File: src/design/aors_pkg.sv
// ----------------------------------------------------------------------------
// aors_pkg: analog output ramp scaler shared definitions
// Widths, opcodes, register indexes, microcode format and the control store.
// ----------------------------------------------------------------------------
package aors_pkg;

   localparam int FRACTION_BITS = 16;
   localparam int RAW_WIDTH     = 16;

   localparam int DATA_W  = 32;               // engineering value width
   localparam int WIDE_W  = DATA_W + 1;       // differences of two values
   localparam int CODE_W  = 16;               // raw code register width
   localparam int SPAN_W  = CODE_W + 1;       // raw_high - raw_low
   localparam int SECS_W  = 24;
   localparam int PROD_W  = SPAN_W + WIDE_W;  // shared multiplier product
   localparam int DIV_W   = PROD_W;           // dividend magnitude bits
   localparam int DVS_W   = WIDE_W;           // divisor magnitude bits
   localparam int REM_W   = DVS_W + 1;
   localparam int QS_W    = DIV_W + 1;        // signed quotient
   localparam int SUM_W   = DIV_W + 2;        // quotient plus raw_low
   localparam int CNT_W   = $clog2(DIV_W + 1);
   localparam int INCS_LO = 8;                // ramp_seconds fraction bits
   localparam int CSR_IDX_W = 3;

   localparam logic [RAW_WIDTH-1:0] RAW_MAX = '1;

   localparam logic signed [DATA_W-1:0] EU_LOW_RST     = '0;
   localparam logic signed [DATA_W-1:0] EU_HIGH_RST    = DATA_W'(100 * (2 ** FRACTION_BITS));
   localparam logic [CODE_W-1:0]        RAW_LOW_RST    = '0;
   localparam logic [CODE_W-1:0]        RAW_HIGH_RST   = CODE_W'(4095);
   localparam logic signed [DATA_W-1:0] LIMIT_LOW_RST  = '0;
   localparam logic signed [DATA_W-1:0] LIMIT_HIGH_RST = DATA_W'(100 * (2 ** FRACTION_BITS));
   localparam logic [CODE_W-1:0]        TICK_RATE_RST  = CODE_W'(10);

   typedef enum logic [1:0] {
      OP_SEND   = 2'd0,
      OP_RAMP   = 2'd1,
      OP_TICK   = 2'd2,
      OP_UNUSED = 2'd3
   } opcode_type;

   typedef enum logic [CSR_IDX_W-1:0] {
      CSR_EU_LOW     = 3'd0,
      CSR_EU_HIGH    = 3'd1,
      CSR_RAW_LOW    = 3'd2,
      CSR_RAW_HIGH   = 3'd3,
      CSR_LIMIT_LOW  = 3'd4,
      CSR_LIMIT_HIGH = 3'd5,
      CSR_TICK_RATE  = 3'd6
   } csr_index_type;

   typedef enum logic [4:0] {
      UOP_NOP,
      UOP_LOAD,
      UOP_SEND_SET,
      UOP_TICK_ADD,
      UOP_CLAMP_HI,
      UOP_CLAMP_LO,
      UOP_SCALE_PREP,
      UOP_MUL,
      UOP_SCALE_DIV_INIT,
      UOP_DIV_STEP,
      UOP_SCALE_FIN,
      UOP_SCALE_FLAT,
      UOP_EMIT,
      UOP_RAMP_PREP,
      UOP_RAMP_DIV_INIT,
      UOP_RAMP_FIN_Q,
      UOP_RAMP_FIN_D
   } uop_type;

   typedef enum logic [3:0] {
      COND_NEVER,      // fall through
      COND_ALWAYS,     // jump
      COND_DISPATCH,   // wait for a transaction, then branch on its opcode
      COND_RAMP_IDLE,  // jump when no ramp is running
      COND_DEN_ZERO,   // jump when the EU span is zero
      COND_INCS_ZERO,  // jump when the ramp has no increments
      COND_DIV_MORE,   // loop while divider bits remain
      COND_OUT_BUSY    // hold while the result register is full and not taken, else jump
   } cond_type;

   typedef logic [4:0] pc_type;

   typedef struct packed {
      uop_type  uop;
      cond_type cond;
      pc_type   target;
   } ucode_type;

   localparam pc_type PC_FETCH      = 5'd0;
   localparam pc_type PC_SEND       = 5'd1;
   localparam pc_type PC_TICK       = 5'd2;
   localparam pc_type PC_TICK_ADD   = 5'd3;
   localparam pc_type PC_CLAMP_HI   = 5'd4;
   localparam pc_type PC_CLAMP_LO   = 5'd5;
   localparam pc_type PC_SCALE_PREP = 5'd6;
   localparam pc_type PC_SCALE_MUL  = 5'd7;
   localparam pc_type PC_SCALE_DIV0 = 5'd8;
   localparam pc_type PC_SCALE_DIV  = 5'd9;
   localparam pc_type PC_SCALE_FIN  = 5'd10;
   localparam pc_type PC_SCALE_FLAT = 5'd11;
   localparam pc_type PC_EMIT       = 5'd12;
   localparam pc_type PC_RAMP       = 5'd13;
   localparam pc_type PC_RAMP_MUL   = 5'd14;
   localparam pc_type PC_RAMP_DIV0  = 5'd15;
   localparam pc_type PC_RAMP_DIV   = 5'd16;
   localparam pc_type PC_RAMP_FIN   = 5'd17;
   localparam pc_type PC_RAMP_ZERO  = 5'd18;

   // Control store
   function automatic ucode_type ucode_rom(input pc_type pc);
      ucode_type w;
      case (pc)
         PC_FETCH:      w = '{UOP_LOAD,           COND_DISPATCH,  PC_FETCH};
         PC_SEND:       w = '{UOP_SEND_SET,       COND_ALWAYS,    PC_CLAMP_HI};
         PC_TICK:       w = '{UOP_NOP,            COND_RAMP_IDLE, PC_FETCH};
         PC_TICK_ADD:   w = '{UOP_TICK_ADD,       COND_NEVER,     PC_FETCH};
         PC_CLAMP_HI:   w = '{UOP_CLAMP_HI,       COND_NEVER,     PC_FETCH};
         PC_CLAMP_LO:   w = '{UOP_CLAMP_LO,       COND_NEVER,     PC_FETCH};
         PC_SCALE_PREP: w = '{UOP_SCALE_PREP,     COND_NEVER,     PC_FETCH};
         PC_SCALE_MUL:  w = '{UOP_MUL,            COND_DEN_ZERO,  PC_SCALE_FLAT};
         PC_SCALE_DIV0: w = '{UOP_SCALE_DIV_INIT, COND_NEVER,     PC_FETCH};
         PC_SCALE_DIV:  w = '{UOP_DIV_STEP,       COND_DIV_MORE,  PC_SCALE_DIV};
         PC_SCALE_FIN:  w = '{UOP_SCALE_FIN,      COND_ALWAYS,    PC_EMIT};
         PC_SCALE_FLAT: w = '{UOP_SCALE_FLAT,     COND_NEVER,     PC_FETCH};
         PC_EMIT:       w = '{UOP_EMIT,           COND_OUT_BUSY,  PC_FETCH};
         PC_RAMP:       w = '{UOP_RAMP_PREP,      COND_NEVER,     PC_FETCH};
         PC_RAMP_MUL:   w = '{UOP_MUL,            COND_NEVER,     PC_FETCH};
         PC_RAMP_DIV0:  w = '{UOP_RAMP_DIV_INIT,  COND_INCS_ZERO, PC_RAMP_ZERO};
         PC_RAMP_DIV:   w = '{UOP_DIV_STEP,       COND_DIV_MORE,  PC_RAMP_DIV};
         PC_RAMP_FIN:   w = '{UOP_RAMP_FIN_Q,     COND_ALWAYS,    PC_FETCH};
         PC_RAMP_ZERO:  w = '{UOP_RAMP_FIN_D,     COND_ALWAYS,    PC_FETCH};
         default:       w = '{UOP_NOP,            COND_ALWAYS,    PC_FETCH};
      endcase
      return w;
   endfunction

   function automatic pc_type dispatch_pc(input opcode_type op);
      pc_type p;
      case (op)
         OP_SEND: p = PC_SEND;
         OP_RAMP: p = PC_RAMP;
         OP_TICK: p = PC_TICK;
         default: p = PC_FETCH;
      endcase
      return p;
   endfunction

   function automatic logic signed [DATA_W-1:0] sat32(input logic signed [QS_W-1:0] v);
      logic signed [DATA_W-1:0] r;
      if ((&v[QS_W-1:DATA_W-1]) || !(|v[QS_W-1:DATA_W-1])) begin
         r = v[DATA_W-1:0];
      end else if (v[QS_W-1]) begin
         r = {1'b1, {(DATA_W-1){1'b0}}};
      end else begin
         r = {1'b0, {(DATA_W-1){1'b1}}};
      end
      return r;
   endfunction

   function automatic logic [RAW_WIDTH-1:0] sat_raw(input logic signed [SUM_W-1:0] v);
      logic [RAW_WIDTH-1:0] r;
      if (v[SUM_W-1]) begin
         r = '0;
      end else if (|v[SUM_W-2:RAW_WIDTH]) begin
         r = RAW_MAX;
      end else begin
         r = v[RAW_WIDTH-1:0];
      end
      return r;
   endfunction

endpackage

File: src/design/analog_output_ramp_scaler.sv
// ----------------------------------------------------------------------------
// analog_output_ramp_scaler
// Setpoint ramp generator with clamping and linear scaling to a converter code.
// ----------------------------------------------------------------------------
// One transaction is worked at a time by a small microcoded sequencer. The
// shared restoring divider produces one quotient bit per cycle over a 50-bit
// dividend and serves both the scaling of sends and active ticks and the step
// of a ramp start. With equal EU bounds the divider is skipped for a send or an
// active tick; a ramp start with no increments, an idle tick and the unused
// opcode do not use it.
// The next transaction is accepted while a result still waits in the output
// register; it stalls only when it reaches its own emit step.
// Configuration writes take effect on the next clock.
module analog_output_ramp_scaler
   import aors_pkg::*;
(
   input  logic                       clock,
   input  logic                       reset,
   input  logic                       req_valid,
   output logic                       req_ready,
   input  logic [1:0]                 req_opcode,
   input  logic signed [DATA_W-1:0]   req_target,
   input  logic [SECS_W-1:0]          req_ramp_seconds,
   output logic                       rsp_valid,
   input  logic                       rsp_ready,
   output logic [RAW_WIDTH-1:0]       rsp_raw_code,
   output logic signed [DATA_W-1:0]   rsp_present_eu,
   output logic                       rsp_ramping,
   input  logic                       csr_we,
   input  logic [CSR_IDX_W-1:0]       csr_index,
   input  logic [DATA_W-1:0]          csr_wdata
);

   // sequencer
   pc_type pc_ff, pc_in;
   ucode_type uw;

   // configuration
   logic signed [DATA_W-1:0] eu_low_ff, eu_low_in, eu_high_ff, eu_high_in;
   logic signed [DATA_W-1:0] limit_low_ff, limit_low_in, limit_high_ff, limit_high_in;
   logic [CODE_W-1:0] raw_low_ff, raw_low_in, raw_high_ff, raw_high_in;
   logic [CODE_W-1:0] tick_rate_ff, tick_rate_in;

   // channel state
   logic signed [DATA_W-1:0] present_ff, present_in, goal_ff, goal_in, step_ff, step_in;
   logic ramp_active_ff, ramp_active_in;

   // datapath
   logic signed [DATA_W-1:0] target_ff, target_in;
   logic [SECS_W-1:0]        secs_ff, secs_in;
   logic signed [WIDE_W-1:0] val_ff, val_in, db_ff, db_in, den_ff, den_in;
   logic signed [SPAN_W-1:0] da_ff, da_in;
   logic signed [PROD_W-1:0] prod_ff, prod_in;
   logic [DIV_W-1:0]         num_ff, num_in;
   logic [REM_W-1:0]         rem_ff, rem_in;
   logic [DVS_W-1:0]         dvs_ff, dvs_in;
   logic                     neg_ff, neg_in;
   logic [CNT_W-1:0]         cnt_ff, cnt_in;
   logic [RAW_WIDTH-1:0]     raw_ff, raw_in;

   // result register
   logic                       out_valid_ff, out_valid_in;
   logic [RAW_WIDTH-1:0]       out_raw_ff, out_raw_in;
   logic signed [DATA_W-1:0]   out_eu_ff, out_eu_in;
   logic                       out_ramp_ff, out_ramp_in;

   // combinational helpers
   logic                     accept, out_busy;
   logic signed [WIDE_W-1:0] sum, present_x, goal_x, lim_hi_x, lim_lo_x, eu_low_x;
   logic [REM_W-1:0]         rem_shift;
   logic [REM_W:0]           trial;
   logic signed [QS_W-1:0]   qs, step_src, step_fix;
   logic signed [SUM_W-1:0]  raw_sum;
   logic [DATA_W-1:0]        incs;

   assign uw        = ucode_rom(pc_ff);
   assign req_ready = (pc_ff == PC_FETCH);
   assign accept    = req_valid && req_ready;
   assign out_busy  = out_valid_ff && !rsp_ready;

   assign rsp_valid      = out_valid_ff;
   assign rsp_raw_code   = out_raw_ff;
   assign rsp_present_eu = out_eu_ff;
   assign rsp_ramping    = out_ramp_ff;

   assign present_x = {present_ff[DATA_W-1], present_ff};
   assign goal_x    = {goal_ff[DATA_W-1], goal_ff};
   assign lim_hi_x  = {limit_high_ff[DATA_W-1], limit_high_ff};
   assign lim_lo_x  = {limit_low_ff[DATA_W-1], limit_low_ff};
   assign eu_low_x  = {eu_low_ff[DATA_W-1], eu_low_ff};
   assign sum       = present_x + {step_ff[DATA_W-1], step_ff};
   assign incs      = prod_ff[INCS_LO+DATA_W-1:INCS_LO];

   assign rem_shift = {rem_ff[REM_W-2:0], num_ff[DIV_W-1]};
   assign trial     = {1'b0, rem_shift} - {2'b00, dvs_ff};
   assign qs        = neg_ff ? -$signed({1'b0, num_ff}) : $signed({1'b0, num_ff});
   assign raw_sum   = {qs[QS_W-1], qs} + $signed({{(SUM_W-CODE_W){1'b0}}, raw_low_ff});

   // ramp step: quotient, or the whole difference when there are no increments;
   // a nonzero difference always moves at least one LSB
   always_comb begin
      step_src = (uw.uop == UOP_RAMP_FIN_D) ? QS_W'(val_ff) : qs;
      step_fix = step_src;
      if (step_src == '0 && val_ff != '0) begin
         step_fix = val_ff[WIDE_W-1] ? -QS_W'(1) : QS_W'(1);
      end
   end

   // sequencer
   always_comb begin
      pc_in = pc_ff + 5'd1;
      case (uw.cond)
         COND_NEVER:     pc_in = pc_ff + 5'd1;
         COND_ALWAYS:    pc_in = uw.target;
         COND_DISPATCH:  pc_in = req_valid ? dispatch_pc(opcode_type'(req_opcode)) : pc_ff;
         COND_RAMP_IDLE: pc_in = ramp_active_ff ? pc_ff + 5'd1 : uw.target;
         COND_DEN_ZERO:  pc_in = (den_ff == '0) ? uw.target : pc_ff + 5'd1;
         COND_INCS_ZERO: pc_in = (incs == '0) ? uw.target : pc_ff + 5'd1;
         COND_DIV_MORE:  pc_in = (cnt_ff != CNT_W'(1)) ? uw.target : pc_ff + 5'd1;
         COND_OUT_BUSY:  pc_in = out_busy ? pc_ff : uw.target;
         default:        pc_in = PC_FETCH;
      endcase
   end

   // configuration writes
   always_comb begin
      eu_low_in     = eu_low_ff;
      eu_high_in    = eu_high_ff;
      raw_low_in    = raw_low_ff;
      raw_high_in   = raw_high_ff;
      limit_low_in  = limit_low_ff;
      limit_high_in = limit_high_ff;
      tick_rate_in  = tick_rate_ff;
      if (csr_we) begin
         case (csr_index)
            CSR_EU_LOW:     eu_low_in     = csr_wdata;
            CSR_EU_HIGH:    eu_high_in    = csr_wdata;
            CSR_RAW_LOW:    raw_low_in    = csr_wdata[CODE_W-1:0];
            CSR_RAW_HIGH:   raw_high_in   = csr_wdata[CODE_W-1:0];
            CSR_LIMIT_LOW:  limit_low_in  = csr_wdata;
            CSR_LIMIT_HIGH: limit_high_in = csr_wdata;
            CSR_TICK_RATE:  tick_rate_in  = csr_wdata[CODE_W-1:0];
            default: ;
         endcase
      end
   end

   // datapath, one micro-operation per cycle
   always_comb begin
      present_in     = present_ff;
      goal_in        = goal_ff;
      step_in        = step_ff;
      ramp_active_in = ramp_active_ff;
      target_in      = target_ff;
      secs_in        = secs_ff;
      val_in         = val_ff;
      da_in          = da_ff;
      db_in          = db_ff;
      den_in         = den_ff;
      prod_in        = prod_ff;
      num_in         = num_ff;
      rem_in         = rem_ff;
      dvs_in         = dvs_ff;
      neg_in         = neg_ff;
      cnt_in         = cnt_ff;
      raw_in         = raw_ff;
      out_valid_in   = out_valid_ff && !rsp_ready;
      out_raw_in     = out_raw_ff;
      out_eu_in      = out_eu_ff;
      out_ramp_in    = out_ramp_ff;

      case (uw.uop)
         UOP_NOP: ;
         UOP_LOAD: begin
            if (accept) begin
               target_in = req_target;
               secs_in   = req_ramp_seconds;
            end
         end
         UOP_SEND_SET: begin
            ramp_active_in = 1'b0;
            val_in         = {target_ff[DATA_W-1], target_ff};
         end
         UOP_TICK_ADD: begin
            val_in = sum;
            if (step_ff > 0) begin
               if (sum >= goal_x) begin
                  val_in         = goal_x;
                  ramp_active_in = 1'b0;
               end
            end else if (step_ff < 0) begin
               if (sum <= goal_x) begin
                  val_in         = goal_x;
                  ramp_active_in = 1'b0;
               end
            end else begin
               val_in         = goal_x;
               ramp_active_in = 1'b0;
            end
         end
         UOP_CLAMP_HI: begin
            if (val_ff > lim_hi_x) begin
               val_in = lim_hi_x;
            end
         end
         UOP_CLAMP_LO: begin
            if (val_ff < lim_lo_x) begin
               val_in = lim_lo_x;
            end
         end
         UOP_SCALE_PREP: begin
            present_in = val_ff[DATA_W-1:0];
            da_in      = $signed({1'b0, raw_high_ff}) - $signed({1'b0, raw_low_ff});
            db_in      = {val_ff[DATA_W-1], val_ff[DATA_W-1:0]} - eu_low_x;
            den_in     = {eu_high_ff[DATA_W-1], eu_high_ff} - eu_low_x;
         end
         UOP_MUL: begin
            prod_in = da_ff * db_ff;
         end
         UOP_SCALE_DIV_INIT: begin
            num_in = prod_ff[PROD_W-1] ? DIV_W'(-prod_ff) : DIV_W'(prod_ff);
            dvs_in = den_ff[WIDE_W-1] ? DVS_W'(-den_ff) : DVS_W'(den_ff);
            neg_in = prod_ff[PROD_W-1] ^ den_ff[WIDE_W-1];
            rem_in = '0;
            cnt_in = CNT_W'(DIV_W);
         end
         UOP_RAMP_PREP: begin
            val_in = {target_ff[DATA_W-1], target_ff} - present_x;
            da_in  = $signed({1'b0, tick_rate_ff});
            db_in  = $signed({{(WIDE_W-SECS_W){1'b0}}, secs_ff});
         end
         UOP_RAMP_DIV_INIT: begin
            num_in = DIV_W'(val_ff[WIDE_W-1] ? DVS_W'(-val_ff) : DVS_W'(val_ff));
            dvs_in = {1'b0, incs};
            neg_in = val_ff[WIDE_W-1];
            rem_in = '0;
            cnt_in = CNT_W'(DIV_W);
         end
         UOP_DIV_STEP: begin
            // restoring step: keep the trial remainder when it does not borrow
            if (!trial[REM_W]) begin
               rem_in = trial[REM_W-1:0];
            end else begin
               rem_in = rem_shift;
            end
            num_in = {num_ff[DIV_W-2:0], !trial[REM_W]};
            cnt_in = cnt_ff - CNT_W'(1);
         end
         UOP_SCALE_FIN: begin
            raw_in = sat_raw(raw_sum);
         end
         UOP_SCALE_FLAT: begin
            raw_in = sat_raw($signed({{(SUM_W-CODE_W){1'b0}}, raw_low_ff}));
         end
         UOP_EMIT: begin
            if (!out_busy) begin
               out_valid_in = 1'b1;
               out_raw_in   = raw_ff;
               out_eu_in    = present_ff;
               out_ramp_in  = ramp_active_ff;
            end
         end
         UOP_RAMP_FIN_Q, UOP_RAMP_FIN_D: begin
            step_in        = sat32(step_fix);
            goal_in        = target_ff;
            ramp_active_in = 1'b1;
         end
         default: ;
      endcase
   end

   always_ff @(posedge clock) begin
      if (reset) begin
         pc_ff          <= PC_FETCH;
         eu_low_ff      <= EU_LOW_RST;
         eu_high_ff     <= EU_HIGH_RST;
         raw_low_ff     <= RAW_LOW_RST;
         raw_high_ff    <= RAW_HIGH_RST;
         limit_low_ff   <= LIMIT_LOW_RST;
         limit_high_ff  <= LIMIT_HIGH_RST;
         tick_rate_ff   <= TICK_RATE_RST;
         present_ff     <= '0;
         goal_ff        <= '0;
         step_ff        <= '0;
         ramp_active_ff <= 1'b0;
         out_valid_ff   <= 1'b0;
      end else begin
         pc_ff          <= pc_in;
         eu_low_ff      <= eu_low_in;
         eu_high_ff     <= eu_high_in;
         raw_low_ff     <= raw_low_in;
         raw_high_ff    <= raw_high_in;
         limit_low_ff   <= limit_low_in;
         limit_high_ff  <= limit_high_in;
         tick_rate_ff   <= tick_rate_in;
         present_ff     <= present_in;
         goal_ff        <= goal_in;
         step_ff        <= step_in;
         ramp_active_ff <= ramp_active_in;
         out_valid_ff   <= out_valid_in;
      end
   end

   always_ff @(posedge clock) begin
      target_ff   <= target_in;
      secs_ff     <= secs_in;
      val_ff      <= val_in;
      da_ff       <= da_in;
      db_ff       <= db_in;
      den_ff      <= den_in;
      prod_ff     <= prod_in;
      num_ff      <= num_in;
      rem_ff      <= rem_in;
      dvs_ff      <= dvs_in;
      neg_ff      <= neg_in;
      cnt_ff      <= cnt_in;
      raw_ff      <= raw_in;
      out_raw_ff  <= out_raw_in;
      out_eu_ff   <= out_eu_in;
      out_ramp_ff <= out_ramp_in;
   end

endmodule

File: config.mk
export PLATFORM = sky130hd
export DESIGN_NAME = analog_output_ramp_scaler
export DESIGN_NICKNAME = d
export VERILOG_FILES = /design/src/design/aors_pkg.sv /design/src/design/analog_output_ramp_scaler.sv
export SDC_FILE = /design/constraint.sdc
export NUM_CORES = 2
export LEC_CHECK = 0
export BUFFER_PORTS_ARGS = -buffer_cell sky130_fd_sc_hd__buf_4
export CAP_MARGIN = 30
export CORE_MARGIN = 2
export CORE_UTILIZATION = 65
export CTS_BUF_LIST = sky130_fd_sc_hd__clkbuf_8
export DETAILED_ROUTE_END_ITERATION = 16
export GPL_TIMING_DRIVEN = 0
export PLACE_DENSITY = 0.91
export SYNTH_ARGS = -nofsm -noshare
export SYNTH_HDL_FRONTEND = slang
export SYNTH_SLANG_ARGS = --single-unit
File: constraint.sdc
create_clock -name clock -period 9 [get_ports clock]
set_input_delay 1.8 -clock clock [delete_from_list [all_inputs] [get_ports clock]]
set_output_delay 1.8 -clock clock [all_outputs]
set_load 0.02 [all_outputs]
==> run metrics <==
Clock transition at path regs around 0.070 ns; Setup Viol. Count Final 0; initial drt markers between 7,000 and 8,000; fin crit share 0.984; RSZ-0062 raised after global routing false; top cells by area, synth edfxtp_1, fa_1, dfxtp_1, ha_1, nand2_1; run status finished, final reports clean; CP Class register to register; Layout Area Growth over Synthesis 9.18%; share of layout cells above drive strength 1 0.0649; overall routed net length between 200 and 250 mm; Post-Synthesis Cells about 7,100; vias in the first global route approximately 55,000; hold path startpoint raw_ff[3]; Slowest-stage cell, CP edfxtp_1; Cells on Worst Hold Path 0; total number of vias a little under 60,000; Main synth FF type edfxtp_1; CTS Hold Buffers Added 0; final hold vios 0; core area just under 100,000 µm²; Tmin final ~8.9 ns; Max FO, Critical Path 10; Yosys reg bits ~700; area of the die 99,900 µm²; WP data required roughly 9.6 ns; reg2reg path depth 23; slowest stage delay, CP approximately 0.71 ns; # clock sinks 702; clock buffer depth 3; first-pass GRT wire length 333 mm; Startpoint Class register; CTS HTree Levels 3; Die Width between 300 and 400 µm; mapped cell area 63,300 µm²; YS warnings 0; pin count of the biggest net entering global routing 43; Crit path top cell by count fa_1; Placer Congestion 1.09; input/output buffers approximately 150; asr flop ratio synth 0; Die H 316 µm; Slew @ Worst Pin approximately 1.1 ns; fmax approximately 110 MHz; NumNets Final 8,457; maxcap violations 0; Hold Path Sink rsp_raw_code[3]; post-synth cell types 96; row count 114; Final HPWL DP 179 mm; Relative slew margins 0.256; Post-DRT Antenna Nets 0; initial antenna violation count 28; Reg2Reg Launch Point db_ff[8]; total CTS buffers 118; Initial Util 0.655; drt wl/cell 25.9 µm; # IOs approximately 150; Syn Area/Cell ~8.9 µm²; Root Driver clkbuf_8; Synth top area share 0.195; RR Endpoint prod_ff[46]; clk_skew about 0.097 ns; Hold WS between 0.4 and 0.5 ns; r2r setup slk 0.15 ns; number of synthesized flops with an enable pin between 400 and 500; CP arrival between 9 and 10 ns; vias per cell approximately 6.6; Worst-Skew Late Latency 0.88 ns; register area share after synthesis 0.287; Synth Net Count between 8,000 and 9,000; critical-path cell list clkbuf_1, nand2_1, fa_1, inv_1, fa_1, fa_1, fa_1, fa_1, inv_1, fa_1, inv_1, ha_1, a21oi_1, o21ai_0, o2bb2ai_1, o31ai_2, nor4_2, o31ai_2, a31oi_2, a211oi_1, o31ai_1, a21oi_1, xnor2_4; GRT Residual Overflow 0; CTS tree done; drt first pass iters 13; CP Capture Type register; GRT Overall Usage 0.448; class of the worst hold path register to register; leading area contributor after synthesis edfxtp_1; Slew Limit Fails 0; # DRC 0
critical path: cells and delay by family (launching register included):
family / cells / cell delay [ns]
fa+ha+maj: 7 / 3.55
flops: 1 / 0.71
simple gates: 2 / 0.30
buf+inv: 4 / 0.78
xor+xnor: 1 / 0.21
compound gates: 9 / 3.01
synthesized netlist by cell type (all sizes together) (58+ instances only):
| library cell | count |
|---|---|
| a21oi | 477 |
| o31ai | 71 |
| nor4 | 59 |
| clkbuf | 270 |
| edfxtp | 410 |
| xor2 | 157 |
| nand2 | 1071 |
| a31oi | 82 |
| mux2i | 67 |
| nand2b | 69 |
| o21ai | 296 |
| xnor2 | 201 |
| a211oi | 58 |
| ha | 423 |
| and2 | 253 |
| inv | 887 |
| a21o | 99 |
| dfxtp | 292 |
| nor2 | 353 |
| fa | 543 |
| nand3 | 83 |
| nor3 | 95 |
| nand4 | 58 |
through the flow:
| stage | worst slack, ns | utilization | cells | instance area [µm²] | TNS (ns) |
|---|---|---|---|---|---|
| 4_1_cts | 0.113 | 0.713 | 8755 | 68800 | 0 |
| 5_1_grt | 0.0887 | 0.715 | 8769 | 69000 | 0 |
| 6_report | 0.148 | 0.715 | 8788 | 69100 | 0 |
| 3_3_place_gp | -2.18 | 0.683 | 8509 | 66000 | -6.46 |
| 2_1_floorplan | 1.87 | - | 7086 | 63300 | 0 |
| 3_5_place_dp | -0.904 | 0.687 | 8535 | 66400 | -4.53 |
state kept, by name, indices dropped and copies added, names as in the netlist, 17 cells and up:
register        flops
present_ff         32
val_ff             33
da_ff              17
db_ff              33
eu_low_ff          32
rem_ff             33
step_ff            32
secs_ff            24
rsp_present_eu     32
den_ff             33
limit_high_ff      32
goal_ff            32
dvs_ff             33
num_ff             50
limit_low_ff       32
eu_high_ff         32
prod_ff            50
target_ff          32
worst max-delay path by stage:
stage,from,slack (ns),endpoint,cells past startpoint
finish,db_ff[8],0.15,prod_ff[46],23
global route,da_ff[7],0.09,prod_ff[49],25
CTS,da_ff[9],0.11,prod_ff[49],25
detailed placement,da_ff[16],-0.90,prod_ff[46],22
global placement,da_ff[16],-2.18,prod_ff[49],23
floorplan,da_ff[16],1.87,prod_ff[49],23
cells in the final DEF, fill, tap and decap left out, types with 41 or more instances in the layout:
cell and count:
nand2_1 1069, inv_1 921, fa_1 543, a21oi_1 477
ha_1 423, edfxtp_1 410, nor2_1 352, o21ai_0 294
dfxtp_1 292, clkbuf_1 253, and2_1 253, xnor2_1 198
buf_4 158, xor2_1 156, clkbuf_8 138, a21o_1 99
nor3_1 92, nand3_1 83, a31oi_1 81, nand2b_1 69
o31ai_1 68, mux2i_1 67, nand4_1 57, o21a_1 57
or3_1 53, nor2b_1 52, nor4_1 51, a211oi_1 50
or4_1 43, o211ai_1 41
final cells by class:
type                            instances  area [µm²]
Antenna cell                           21        52.6
Fill cell                            7199       27500
Sequential cell                       702       18200
Clock buffer                          138        1900
Timing Repair Buffer                  187        1580
Inverter                              890        3340
Buffer                                296        1180
Tap cell                             1276        1600
Multi-Input combinational cell       5198       40800
Clock inverter                         80         512
kinds of logic (layout without fill, tap and decap cells):
family / Yosys count / in the layout / synth area share
AND/OR/NAND/NOR: 2319 / 2319 / 0.174
AO/OA/AOI/OAI: 1480 / 1480 / 0.151
buffers and inverters: 1186 / 1591 / 0.0710
flip-flops: 702 / 702 / 0.287
XOR/XNOR: 358 / 358 / 0.0495
other: 0 / 21 / 0
adder cells (fa/ha/maj): 967 / 967 / 0.256
multiplexers: 74 / 74 / 0.0118
repair_timing:
action / 4_1_cts / 5_1_grt
endpoints found under the setup margin: 10 / 7
gates resized for setup: 14 / 31
setup buffers: 2 / 5
routing by layer:
layer  share of wire  vias to the layer above  global-route usage
li1                -                    24800                   -
met3            0.15                     1193               0.172
met1            0.35                    27600               0.566
met2            0.42                     4400               0.645
met5          0.0014                        -             0.00663
met4           0.077                       30               0.284
Power is left out: the tool's default activity adds up to more than one toggle a clock period on the data nets, which glitch-free logic cannot reach.
